### src/sv/cia_pkg.sv
// ----------------------------------------------------------------------------
// cia_pkg: shared types and constants of the complex integer ALU
// Operation codes, widths and the item record that moves down the divider row.
// ----------------------------------------------------------------------------
package cia_pkg;

  // Operation codes.
  localparam logic [1:0] CMD_ADD = 2'd0;
  localparam logic [1:0] CMD_SUB = 2'd1;
  localparam logic [1:0] CMD_MUL = 2'd2;
  localparam logic [1:0] CMD_DIV = 2'd3;

  // Quotient width: one divider cell per quotient bit.
  localparam int QW = 32;

  // Result saturation bound.
  localparam logic signed [33:0] RES_MAX = 34'sd2147483647;

  // Item record carried through the divider cells.
  typedef struct packed {
    logic [1:0]         cmd;
    logic               err;
    logic               neg_re;
    logic               neg_im;
    logic signed [32:0] dir_re;
    logic signed [32:0] dir_im;
    logic [QW-1:0]      num_re;
    logic [QW-1:0]      num_im;
    logic [QW-1:0]      rem_re;
    logic [QW-1:0]      rem_im;
    logic [QW-1:0]      den;
  } cell_t;

endpackage

### src/sv/cia_cell.sv
// ----------------------------------------------------------------------------
// cia_cell: one restoring division cell
// Develops one quotient bit of both the real and the imaginary part.
// ----------------------------------------------------------------------------
module cia_cell (
  input  logic           clk,
  input  logic           rst_n,
  input  logic           in_valid,
  output logic           in_ready,
  input  cia_pkg::cell_t in_data,
  output logic           out_valid,
  output cia_pkg::cell_t out_data,
  input  logic           out_ready
);

  logic           valid_r;
  cia_pkg::cell_t data_r;
  cia_pkg::cell_t data_nxt;
  logic [cia_pkg::QW:0] sh_re;
  logic [cia_pkg::QW:0] sh_im;
  logic                 ge_re;
  logic                 ge_im;

  assign in_ready = !valid_r || out_ready;

  // Shift in the next numerator bit, subtract the divisor when it fits.
  always_comb begin
    sh_re = {in_data.rem_re, in_data.num_re[cia_pkg::QW-1]};
    sh_im = {in_data.rem_im, in_data.num_im[cia_pkg::QW-1]};
    ge_re = sh_re >= {1'b0, in_data.den};
    ge_im = sh_im >= {1'b0, in_data.den};
    data_nxt = in_data;
    data_nxt.rem_re = ge_re ? cia_pkg::QW'(sh_re - {1'b0, in_data.den})
                            : sh_re[cia_pkg::QW-1:0];
    data_nxt.rem_im = ge_im ? cia_pkg::QW'(sh_im - {1'b0, in_data.den})
                            : sh_im[cia_pkg::QW-1:0];
    data_nxt.num_re = {in_data.num_re[cia_pkg::QW-2:0], ge_re};
    data_nxt.num_im = {in_data.num_im[cia_pkg::QW-2:0], ge_im};
  end

  always_ff @(posedge clk) begin
    if (!rst_n) begin
      valid_r <= 1'b0;
    end else if (in_ready) begin
      valid_r <= in_valid;
    end
  end

  always_ff @(posedge clk) begin
    if (in_ready && in_valid) data_r <= data_nxt;
  end

  assign out_valid = valid_r;
  assign out_data  = data_r;

endmodule

### config.mk
export PLATFORM = sky130hd
export DESIGN_NAME = cia_cell
export DESIGN_NICKNAME = d
export VERILOG_FILES = /design/src/sv/cia_pkg.sv /design/src/sv/cia_cell.sv
export SDC_FILE = /design/constraint.sdc
export NUM_CORES = 1
export LEC_CHECK = 0
export ABC_AREA = 1
export BUFFER_PORTS_ARGS = -buffer_cell sky130_fd_sc_hd__buf_2
export CORE_MARGIN = 2
export CORE_UTILIZATION = 39
export CTS_CLUSTER_SIZE = 25
export DETAILED_ROUTE_END_ITERATION = 16
export PLACE_DENSITY = 0.64
export SLEW_MARGIN = 20
export SYNTH_ARGS = -nofsm -noshare
export SYNTH_HDL_FRONTEND = slang
export SYNTH_SLANG_ARGS = --single-unit
### constraint.sdc
create_clock -name clk -period 20.4 [get_ports clk]
set_clock_uncertainty 0.05 [all_clocks]
set_input_delay 5.1 -clock clk [delete_from_list [all_inputs] [get_ports clk]]
set_output_delay 5.1 -clock clk [all_outputs]
set_load 0.01 [all_outputs]
==> summary.txt <==
Detailed routing
  • Routed length per instance: 18.4 um
  • DR iter-0 viols: 580
  • Antenna-violating nets left: 0
  • DR vias/cell: between 4 and 5
  • Highest Signal Layer: met5
  • Vias post-DR: 11839
  • Routed wl met3: 3110 um
  • DRC Markers: 0
  • DRT Pass-1 Iters: 4
  • Routed wire length: about 46000 um
  • Wl on met1: between 15000 and 20000 um
  • Routed length on met2: ~23000 um

Clock network
  • Worst skew pair latency: ~550 ps
  • CTS Hold Buffers Added: 0
  • TritonCTS clock tree: yes
  • Max clock buf depth: 3
  • Clock sink total: 232
  • Level count of the clock H-tree: 1
  • Total setup buffers inserted after CTS: 0
  • Resize count post-CTS: 0
  • Total CTS buffers: 27
  • Root buffer cell: clkbuf_16
  • CTS clk-pin slew, worst paths: roughly 60 ps

Synthesis
  • Post-Synthesis Net Count: between 1500 and 2000
  • Cell Area, Synth: about 0.013 sq mm
  • Ys flop type: edfxtp_1
  • Sequential share of the synthesized area: a little over half
  • Yosys cell types: 29
  • Ys async rst share: 0%
  • Syn Inst Count: approximately 1600
  • EDFF count, synth: 231
  • Synth Warn #: 0
  • Register bit count reported by yosys: 232
  • Syn Area/Cell: 8.43 sq um

Place
  • RePlAce Congestion: ~0.90
  • Dpl cell area: approximately 0.016 sq mm
  • IO Port Bufs: between 400 and 500
  • Placed wire-length estimate: 38200 um

Setup path
  • Reg-to-Reg End: out_data[92]
  • Kind of critical path: primary input to output port
  • Crit-path max cell delay: ~140 ps
  • Top delay family on crit path: buffers and inverters
  • Reg-to-reg slack, setup: roughly 17000 ps
  • Worst Path Max Fanout: 2
  • R2R cell count: 4
  • Worst Setup Start Kind: primary input
  • WP data required: roughly 15000 ps
  • FF-to-FF Start: out_valid
  • Cell mode on critical path: buf_2
  • Crit path buf inv count: 3
  • Worst EP arrival: about 5500 ps
  • Slowest cell on the critical path: buf_2
  • Crit path cell chain: buf_2, inv_1, nand2_1, buf_2
  • Crit end category: output port

STA
  • Worst-Margin Slew: 989 ps
  • Final hold vios: 0
  • Max Freq: between 90 and 100 MHz
  • Final period util: 52.2%
  • Slew HR: 34.0%
  • Final min period: around 11000 ps
  • RSZ-0062 raised after global routing: no
  • Max-slew violation count: 0
  • Setup Viol. Count Final: 0
  • TNS Setup: 0 ps

Floorplan
  • Die height: 188 um
  • Cell Rows: 67
  • Core ar.: 0.0334 sq mm
  • Die Area: roughly 0.035 sq mm
  • Boundary Pins: about 470
  • Overall die width: between 150 and 200 um
  • Initial core utilization: around 40%

Pwr
  • Pwr dens: approximately 80 mW/mm^2
  • Worst vdd ir: 0.0589 mV
  • Pleak: 8.94 nW

Flow run
  • Max Cap Violations: 0

GRT
  • Initial antenna violation count: 3
  • Grt ovf: 0
  • Largest net degree at the start of global routing: slightly above 80
  • Global-route wire length before repair: between 60000 and 70000 um
  • GR Util All Layers: 25.5%
  • Vias in the first global route: 11592

Hold path
  • Hold Path Sink: out_valid
  • Hold_sp: out_valid
  • Hold Path Stages: 2
  • Hold Path Class: flop to flop

Finish
  • Area Growth Syn to Fin: 27.7%
  • Commonest cells after routing, fill and taps aside: nand2_1 (622), buf_2 (467), inv_1 (296)
  • Final Cell Area: approximately 0.017 sq mm
  • Share of cells above drive strength 1: between 20% and 30%
  • Final net count: roughly 2400
  • Commonest non-fill, non-tap cell in the layout: nand2_1
  • Fillers: about 3300

Outcome
  • Outcome: complete, no violations
routing by layer:
| layer | vias to the layer above | track usage, % |
|---|---|---|
| met5 | - | 0 |
| met4 | 2 | 8.48 |
| met3 | 74 | 4.45 |
| met2 | 399 | 46.4 |
| met1 | 5457 | 30.2 |
| li1 | 5907 | - |
worst max path at each step:
| stage | startpoint | to | slack [ps] | cells after the start |
|---|---|---|---|---|
| detailed placement | out_ready | in_ready | 9750 | 4 |
| global placement | out_ready | in_ready | 9730 | 4 |
| floorplan | in_valid | out_data[0] | 3230 | 2 |
| CTS | out_ready | in_ready | 9740 | 4 |
| finish | out_ready | in_ready | 9740 | 4 |
| global route | out_ready | in_ready | 9690 | 4 |
worst register-to-register path, cell delays in order, from the launching register on:
cell	delay (ps)
dfxtp_1	340
a21oi_4	140
buf_4	740
buf_4	900
buf_4	910
layout make-up:
class | count | area (sq um) | share of cell area, %
sequential | 232 | 6960 | 41.2
inverter | 297 | 1110 | 6.61
timing repair buffer | 471 | 2370 | 14.0
multi-input combinational | 1020 | 5020 | 29.7
clock inverter | 13 | 156 | 0.927
clock buffer | 33 | 698 | 4.14
tap | 448 | 561 | 3.32
antenna | 2 | 5.00 | 0.0297
stage by stage:
stage	instances	setup WS (ps)	power (W)	utilization, %	hold slack, ps
3_3_place_gp	2468	9730	0.000876	47.9	485
6_report	2516	9740	0.00135	50.5	511
4_1_cts	2514	9740	0.00136	50.4	510
5_1_grt	2515	9690	0.00141	50.5	557
3_5_place_dp	2468	9750	0.000880	47.9	500
2_1_floorplan	1569	3230	0.000775	-	545
cells by family after synthesis:
family / Yosys count / share of synthesized area, %
and+or+nand+nor: 880 / 27.8
DFF: 232 / 52.6
xor gates and xnor gates: 28 / 1.86
AOI/OAI and AO/OA: 46 / 1.84
buffers and inverters: 317 / 9.49
adders and majority gates: 66 / 6.36
Yosys cell counts, types with 2 or more instances:
cell type / number / area share, %
buf_2: 13 / 0.49
a21oi_1: 41 / 1.6
and2_1: 10 / 0.47
nand3b_2: 2 / 0.17
nor2_4: 2 / 0.17
nand2_8: 2 / 0.30
edfxtp_1: 231 / 52
nand2_1: 622 / 18
nand2_4: 6 / 0.51
nor3_2: 2 / 0.15
nor2_1: 79 / 2.2
fa_1: 2 / 0.30
nand2_2: 4 / 0.19
o21bai_1: 4 / 0.23
nand3_2: 2 / 0.15
nor3_1: 12 / 0.45
ha_1: 64 / 6.1
xnor2_1: 2 / 0.13
inv_1: 296 / 8.4
or2_2: 2 / 0.095
nand3_1: 120 / 4.5
buf_6: 6 / 0.51
nand4_1: 7 / 0.33
xor2_1: 26 / 1.7
nor2_2: 8 / 0.38
sequential cells by signal, indices dropped and copies added, names as in the netlist:
register   cells
out_data     231
out_valid      1
power by group:
| group | leakage [nW] | internal, W | switching (W) |
|---|---|---|---|
| clock | 0.414 | 0.000280 | 0.000196 |
| combinational | 6.28 | 0.000100 | 0.000189 |
| sequential | 2.25 | 0.000573 | 0.00000830 |
| total | 8.94 | 0.000953 | 0.000393 |
Power figures use the tool's default switching activity.
