<file path="config.mk">
export PLATFORM = sky130hd
export DESIGN_NAME = cia_back
export DESIGN_NICKNAME = d
export VERILOG_FILES = /design/src/sv/cia_pkg.sv /design/src/sv/cia_back.sv
export SDC_FILE = /design/constraint.sdc
export NUM_CORES = 1
export LEC_CHECK = 0
export BUFFER_PORTS_ARGS = -buffer_cell sky130_fd_sc_hd__buf_4
export CAP_MARGIN = 15
export CORE_MARGIN = 2
export CORE_UTILIZATION = 42
export DETAILED_ROUTE_END_ITERATION = 10
export PLACE_DENSITY_LB_ADDON = 0.3
export SLEW_MARGIN = 20
export SYNTH_ARGS = -nofsm -noshare
export SYNTH_HDL_FRONTEND = slang
export SYNTH_SLANG_ARGS = --single-unit
</file>
<file path="constraint.sdc">
create_clock -name clk -period 2.96 [get_ports clk]
set_input_delay 0.296 -clock clk [delete_from_list [all_inputs] [get_ports clk]]
set_output_delay 0.296 -clock clk [all_outputs]
set_load 0.03 [all_outputs]
</file>
<file path="src/sv/cia_pkg.sv">
// ----------------------------------------------------------------------------
// cia_pkg: shared types and constants of the complex integer ALU
// Operation codes, widths and the item record that moves down the divider row.
// ----------------------------------------------------------------------------
package cia_pkg;

  // Operation codes.
  localparam logic [1:0] CMD_ADD = 2'd0;
  localparam logic [1:0] CMD_SUB = 2'd1;
  localparam logic [1:0] CMD_MUL = 2'd2;
  localparam logic [1:0] CMD_DIV = 2'd3;

  // Quotient width: one divider cell per quotient bit.
  localparam int QW = 32;

  // Result saturation bound.
  localparam logic signed [33:0] RES_MAX = 34'sd2147483647;

  // Item record carried through the divider cells.
  typedef struct packed {
    logic [1:0]         cmd;
    logic               err;
    logic               neg_re;
    logic               neg_im;
    logic signed [32:0] dir_re;
    logic signed [32:0] dir_im;
    logic [QW-1:0]      num_re;
    logic [QW-1:0]      num_im;
    logic [QW-1:0]      rem_re;
    logic [QW-1:0]      rem_im;
    logic [QW-1:0]      den;
  } cell_t;

endpackage

</file>
<file path="src/sv/cia_back.sv">
// ----------------------------------------------------------------------------
// cia_back: result stage of the complex integer ALU
// Picks direct or quotient result, applies sign and saturation, holds output.
// ----------------------------------------------------------------------------
module cia_back (
  input  logic               clk,
  input  logic               rst_n,
  input  logic               in_valid,
  output logic               in_ready,
  input  cia_pkg::cell_t     in_data,
  output logic               out_valid,
  input  logic               out_stall,
  output logic signed [31:0] res_real,
  output logic signed [31:0] res_imag,
  output logic               div_by_zero
);

  logic               valid_r;
  logic signed [31:0] re_r;
  logic signed [31:0] im_r;
  logic               err_r;
  logic signed [33:0] v_re;
  logic signed [33:0] v_im;
  logic signed [31:0] re_nxt;
  logic signed [31:0] im_nxt;

  function automatic logic signed [31:0] sat(input logic signed [33:0] v);
    logic signed [31:0] r;
    if (v > cia_pkg::RES_MAX) r = 32'(cia_pkg::RES_MAX);
    else if (v < -cia_pkg::RES_MAX) r = 32'(-cia_pkg::RES_MAX);
    else r = v[31:0];
    return r;
  endfunction

  assign in_ready = !valid_r || !out_stall;

  // Select the result and saturate it.
  always_comb begin
    if (in_data.cmd == cia_pkg::CMD_DIV) begin
      v_re = in_data.neg_re ? -34'({2'b00, in_data.num_re}) : 34'({2'b00, in_data.num_re});
      v_im = in_data.neg_im ? -34'({2'b00, in_data.num_im}) : 34'({2'b00, in_data.num_im});
    end else begin
      v_re = 34'(in_data.dir_re);
      v_im = 34'(in_data.dir_im);
    end
    re_nxt = in_data.err ? '0 : sat(v_re);
    im_nxt = in_data.err ? '0 : sat(v_im);
  end

  always_ff @(posedge clk) begin
    if (!rst_n) begin
      valid_r <= 1'b0;
    end else if (in_ready) begin
      valid_r <= in_valid;
    end
  end

  always_ff @(posedge clk) begin
    if (in_ready && in_valid) begin
      re_r  <= re_nxt;
      im_r  <= im_nxt;
      err_r <= in_data.err;
    end
  end

  assign out_valid   = valid_r;
  assign res_real    = re_r;
  assign res_imag    = im_r;
  assign div_by_zero = err_r;

endmodule

</file>
==> results of run 1 <==
-- stage by stage --
step | std cells | instance area (sq um) | setup slack, ns
6_report | 1164 | 9100 | -0.135
5_1_grt | 1164 | 9100 | -0.170
4_1_cts | 1150 | 8790 | 0.00577
3_5_place_dp | 1127 | 8350 | -0.518
3_3_place_gp | 1127 | 8350 | -0.450
2_1_floorplan | 668 | 5820 | -0.0815
-- area by class of cell --
type	instances	share of cell area, %
multi-input cells	534	40.9
well taps	176	2.42
flip-flops and latches	66	21.7
clock buffers	11	2.56
inverters	9	0.371
clock inverters	5	1.13
repair buffers	363	31.0
-- kinds of logic (layout without fill, tap and decap cells) --
logic type      Yosys count  count (layout)  share of synthesized area [%]
compound gates          194             194                           25.3
xor+xnor                 47              47                           7.20
fa+ha+maj                 2               2                          0.438
buf+inv                  68             388                           4.73
flops                    66              66                           34.5
mux                      17              17                           3.00
simple gates            274             274                           24.9
-- critical path: cells and delay by family --
kind / cells / cell delay, ns
simple gates: 3 / 1.36
buf+inv: 4 / 0.60
compound gates: 4 / 0.87
-- layout by cell type (no fill, tap or decap), types with 6 or more instances in the layout --
master,instances
buf_4,351
or2_2,6
a21oi_1,20
nand3_1,10
or4_1,11
nor4_1,14
nor2_1,89
o21ai_0,28
a211oi_1,33
nand2b_1,9
nor3_1,16
a221oi_2,7
xor2_1,31
xnor2_1,16
buf_6,6
inv_1,9
o41ai_1,8
nand2_1,40
o31ai_1,22
or3_1,22
edfxtp_1,65
mux2i_1,16
clkbuf_16,11
o311ai_0,9
-- metal layers --
layer	wire length, um	share of wire (%)
met4	439	2.0
met1	9650	45
met2	9680	45
met5	0	0
met3	1850	8.5
-- worst paths after layout --
| check | end | slack, ns | cells past startpoint | start |
|---|---|---|---|---|
| hold / removal | out_valid | 0.21 | 2 | rst_n |
| setup / recovery | res_real[19] | -0.14 | 11 | in_data[133] |
| setup reg to reg | res_imag[13] | 1.43 | 3 | out_valid |
| hold reg to reg | out_valid | 0.57 | 2 | out_valid |
-- flip-flops by register name, summed over array words and instances (netlist names) --
signal	cells
res_real	32
res_imag	32
out_valid	1
div_by_zero	1
-- power by group through the flow --
stage               clock, W  sequential [W]  combinational [W]
finish               0.00117         0.00116            0.00123
CTS                  0.00118         0.00116            0.00117
floorplan                  0         0.00133           0.000420
global route         0.00122         0.00116            0.00131
global placement           0         0.00117            0.00113
detailed placement         0         0.00118            0.00115
-- timing repair --
| action | CTS | global route |
|---|---|---|
| gates cloned | 0 | 3 |
| pin swaps | 3 | 7 |
| setup endpoints to repair | 31 | 47 |
| resized for setup | 9 | 33 |
| buffers inserted | 7 | 11 |
==> metrics, run 1 <==
Startpoint Class=input pin; CTS Buffer Depth=2; CP Class=in -> reg; Final min period=3.10 ns; GRT Total Usage=28.4%; drt first pass iters=5; drt first-iter violations=783; fill count=1073; area share of the largest cell type after synthesis=34.1%; post-route ant nets=0; Peak VDD IR=0.000327 V; Congestion Overflow GR=0; hpwl dp=16.9 mm; YS warnings=0; HP Class=in -> reg; via count=6795; most frequent cells after synthesis=nor2_1 (90), edfxtp_1 (65), clkbuf_1 (47); measured slew at the worst slew-check pin=0.748 ns; max incr delay on CP=0.55 ns; Power Density=392 mW/mm^2; number of remaining DRC errors=0; Root Driver=clkbuf_16; CP arrival=3.14 ns; largest cells by area after synthesis=edfxtp_1 (34%), nor2_1 (5.9%), a211oi_1 (4.9%); top-count cell post-synth=nor2_1; Int Pwr=0.00250 W; Reg clk slew, reported paths=0.05 ns; outcome=complete, but fails checks; Crit-path slowest cell=or4_4; DRT Wirelength=21.6 mm; Clk pwr share=32.9%; leakage=3.71 nW; largest area contributor in the netlist=edfxtp_1; failing checks=negative setup slack; routability cong.=0.974; final core utilization=68.4%; Register Area=0.00197 sq mm; Post-Syn Nets=905; H-tree depth=3; Flop pwr share=32.5%; setup ws final=-0.135 ns; full die area=0.0146 sq mm; WL/cell=18.6 um; Post-synth EDFFs=65; CTS tree=built; FP Rows=42; Core Footprint=0.0133 sq mm; Antenna diodes=0; Critical Path Most Common Cell=a211oi_1; synth unique cells=66; net switching power=0.00106 W; Slew Limit Fails=0; worst skew pair latency=0.32 ns; nature of the critical path endpoint=flip-flop; final setup vio count=30; area of the multi-input gates=0.00372 sq mm; share of cells above drive strength 1=43.9%; wire length of the first global-routing pass=32.6 mm; die span in x=121 um; PortBufs=205; critical-path maximum fanout=12; Fin. Hold Viols=0; # IOs=302; WP data required=3.00 ns; Cells after Synth=668; RSZ-0062 raised after global routing=true; drt via density=5.84; Rel. slew slack=50.2%; initial antenna violation count=0; # nets final=1220; chip height=121 um; clock tree sinks=66; Yosys reg bits=66; Sw Share=29.8%; Final Skew=0.00551 ns; combinational fraction of design power=34.6%; Area Growth Syn to Fin=59.1%; Fmax=0.323 GHz; GRT busiest layer=met1; met1 usage=43.2%; number of global-route vias before repair=6138; initial core utilization=43.0%; Async SR Flop Fraction=0%; CP cell instances=buf_6 -> or4_4 -> buf_6 -> or3_4 -> clkbuf_16 -> or4_1 -> o21ai_0 -> a211oi_1 -> buf_4 -> a211oi_1 -> a211oi_1; Final TNS setup=-2.38 ns; pin count of the biggest net entering global routing=66; Period Utilization, post-route=105%; number of CTS-inserted buffers=9; # hold bufs at CTS=0; WHS=0.210 ns; top_reg_cell synth=edfxtp_1; sequential share of the synthesized area=34.5%; met2 Use GR=42.7%; Mapped Area=0.00572 sq mm; # Max-Cap Violations=0; syn avg cell area=8.56 sq um; met3 GRT Util=3.68%; Tot Pwr=0.00356 W
No activity file was read; power rests on OpenSTA's default activity.
==> run 2, diff against run 1 <==
Settings changed: CELL_PAD_IN_SITES_DETAIL_PLACEMENT from default to 1, CELL_PAD_IN_SITES_GLOBAL_PLACEMENT from default to 1, CORE_UTILIZATION 42 to 29.
==> run 2 against run 1 <==
The flow still finishes with violations (negative setup slack). Setup slack lost 0.017 ns. Non-clock buffer count shrank 3. Clock skew grew 0.0043 ns. Count of clock-buffer cells in the layout is the same. Maximum frequency shrank 0.55%. Register-to-register slack lost 0.08 ns. Global-route usage shrank 6.5 points. Critical path depth grew 1. Total power shrank 1.2%. Via count shrank 3.4%. Sequential power is essentially flat. Hold slack gained 0.0096 ns.
==> metrics, run 2 (synthesized netlist as in run 1, its figures left out) <==
H-tree depth=3 (unchanged); placed cells=1223 (+8.5%); Final Skew=0.00986 ns (+0.00435 ns); hpwl dp=19.3 mm (+14%); outcome=complete, but fails checks; Final TNS setup=-2.05 ns (+0.338 ns); die span in x=144 um (+20%); failing checks=negative setup slack; Rel. slew slack=50.1% (-0.10 points); number of CTS-inserted buffers=9 (unchanged); worst skew pair latency=0.32 ns (about the same); share of cells above drive strength 1=43.7% (-0.27 points); Slew Limit Fails=0 (unchanged); number of remaining DRC errors=0 (unchanged); Root Driver=clkbuf_16; DRT Wirelength=23.6 mm (+9.4%); pin count of the biggest net entering global routing=58 (-12%); clock tree sinks=66 (unchanged); PortBufs=205 (unchanged); # Max-Cap Violations=0 (unchanged); initial core utilization=29.5% (-14 points); Core Footprint=0.0194 sq mm (+46%); FP Rows=51 (+21%); GRT Total Usage=22.0% (-6.5 points); # IOs=302 (unchanged); Post-DP Area=0.00856 sq mm (+2.5%); design area=0.00917 sq mm (+0.76%); Fmax=0.321 GHz (-0.55%); number of global-route vias before repair=6434 (+4.8%); initial antenna violation count=0 (unchanged); # hold bufs at CTS=0 (unchanged); routability cong.=0.908 (-6.8%); final core utilization=47.2% (-21 points); commonest cells after routing, fill and taps aside=buf_4 (346), nor2_1 (89), edfxtp_1 (65); Period Utilization, post-route=105% (+0.58 points); chip height=144 um (+20%); final setup vio count=15 (-50%); via count=6567 (-3.4%); drt first pass iters=4 (-1); Power Density=384 mW/mm^2 (-2.0%); CTS Buffer Depth=2 (unchanged); Peak VDD IR=0.000253 V (-22%); leakage=3.70 nW (-0.39%); HP Start=rst_n; HP Class=in -> reg; Congestion Overflow GR=0 (unchanged); CTS tree=built; Final min period=3.11 ns (+0.0172 ns); # nets final=1217 (-0.25%); RR Startpoint=out_valid; drt via density=5.25 (-10%); CP arrival=3.16 ns (+0.02 ns); Reg clk slew, reported paths=0.05 ns (about the same); Area Growth Syn to Fin=60.3%; drt first-iter violations=470 (-40%); critical path launch point=in_data[133]; dpl ws=-0.611 ns (-0.0923 ns); Startpoint Class=input pin; wire length of the first global-routing pass=35.5 mm (+8.9%); CP Class=in -> reg; Final Instance Count excl. Fillers=1251 (+7.5%); setup ws final=-0.152 ns (-0.0172 ns); nature of the critical path endpoint=flip-flop; post-route ant nets=0 (unchanged); measured slew at the worst slew-check pin=0.740 ns (-0.00783 ns); Fin. Hold Viols=0 (unchanged); WP data required=3.00 ns (about the same); commonest non-fill, non-tap cell in the layout=buf_4; critical-path maximum fanout=9 (-3); full die area=0.0209 sq mm (+43%); RSZ-0062 raised after global routing=true; WL/cell=18.9 um (+1.8%)
## run 2: routing by layer
layer	global-route usage (%)	part of all wire [%]	routed length, um
met1	32.9	50	11700
met2	33.6	44	10500
met4	5.37	1.3	314
met3	2.42	4.7	1120
met5	0	0	0
## run 2: repair_timing
action                     CTS  global route
setup buffers                4             6
gates cloned                 0             1
pin swaps                    3             9
setup endpoints to repair   24            44
gates resized for setup     18            22
## run 2: stage by stage
stage	hold WS (ns)	power, W
6_report	0.220	0.00352
5_1_grt	0.247	0.00368
4_1_cts	0.216	0.00351
3_5_place_dp	0.543	0.00238
3_3_place_gp	0.522	0.00236
2_1_floorplan	0.395	0.00175
## run 2: path summary, 6_finish.rpt
path	end	slack (ns)	cells past startpoint
max	res_real[19]	-0.15	12
min	out_valid	0.22	2
max reg2reg	res_real[28]	1.35	3
min reg2reg	out_valid	0.54	2
## run 2: report_power, final
group	total [W]	leakage (nW)	internal, W	switching [W]
Sequential	0.00115	0.656	0.00113	0.0000249
Clock	0.00111	0.156	0.000756	0.000356
Combinational	0.00125	2.88	0.000556	0.000695
## run 2: layout make-up
type	instances	area [sq um]
Tap cell	265	332
Fill cell	2295	10200
Inverter	9	33.8
Timing Repair Buffer	360	2810
Antenna cell	1	2.50
Multi-Input combinational cell	534	3690
Clock inverter	5	77.6
Clock buffer	11	243
Sequential cell	66	1970
## run 2: worst max-delay path, cell delays in order
cell       delay (ns)
buf_6            0.09
or4_4            0.55
buf_6            0.16
or3_4            0.39
buf_4            0.18
o41ai_2          0.22
xor2_1           0.27
a31oi_1          0.16
nor3b_2          0.28
a41o_2           0.32
clkbuf_16        0.17
a211oi_1         0.06
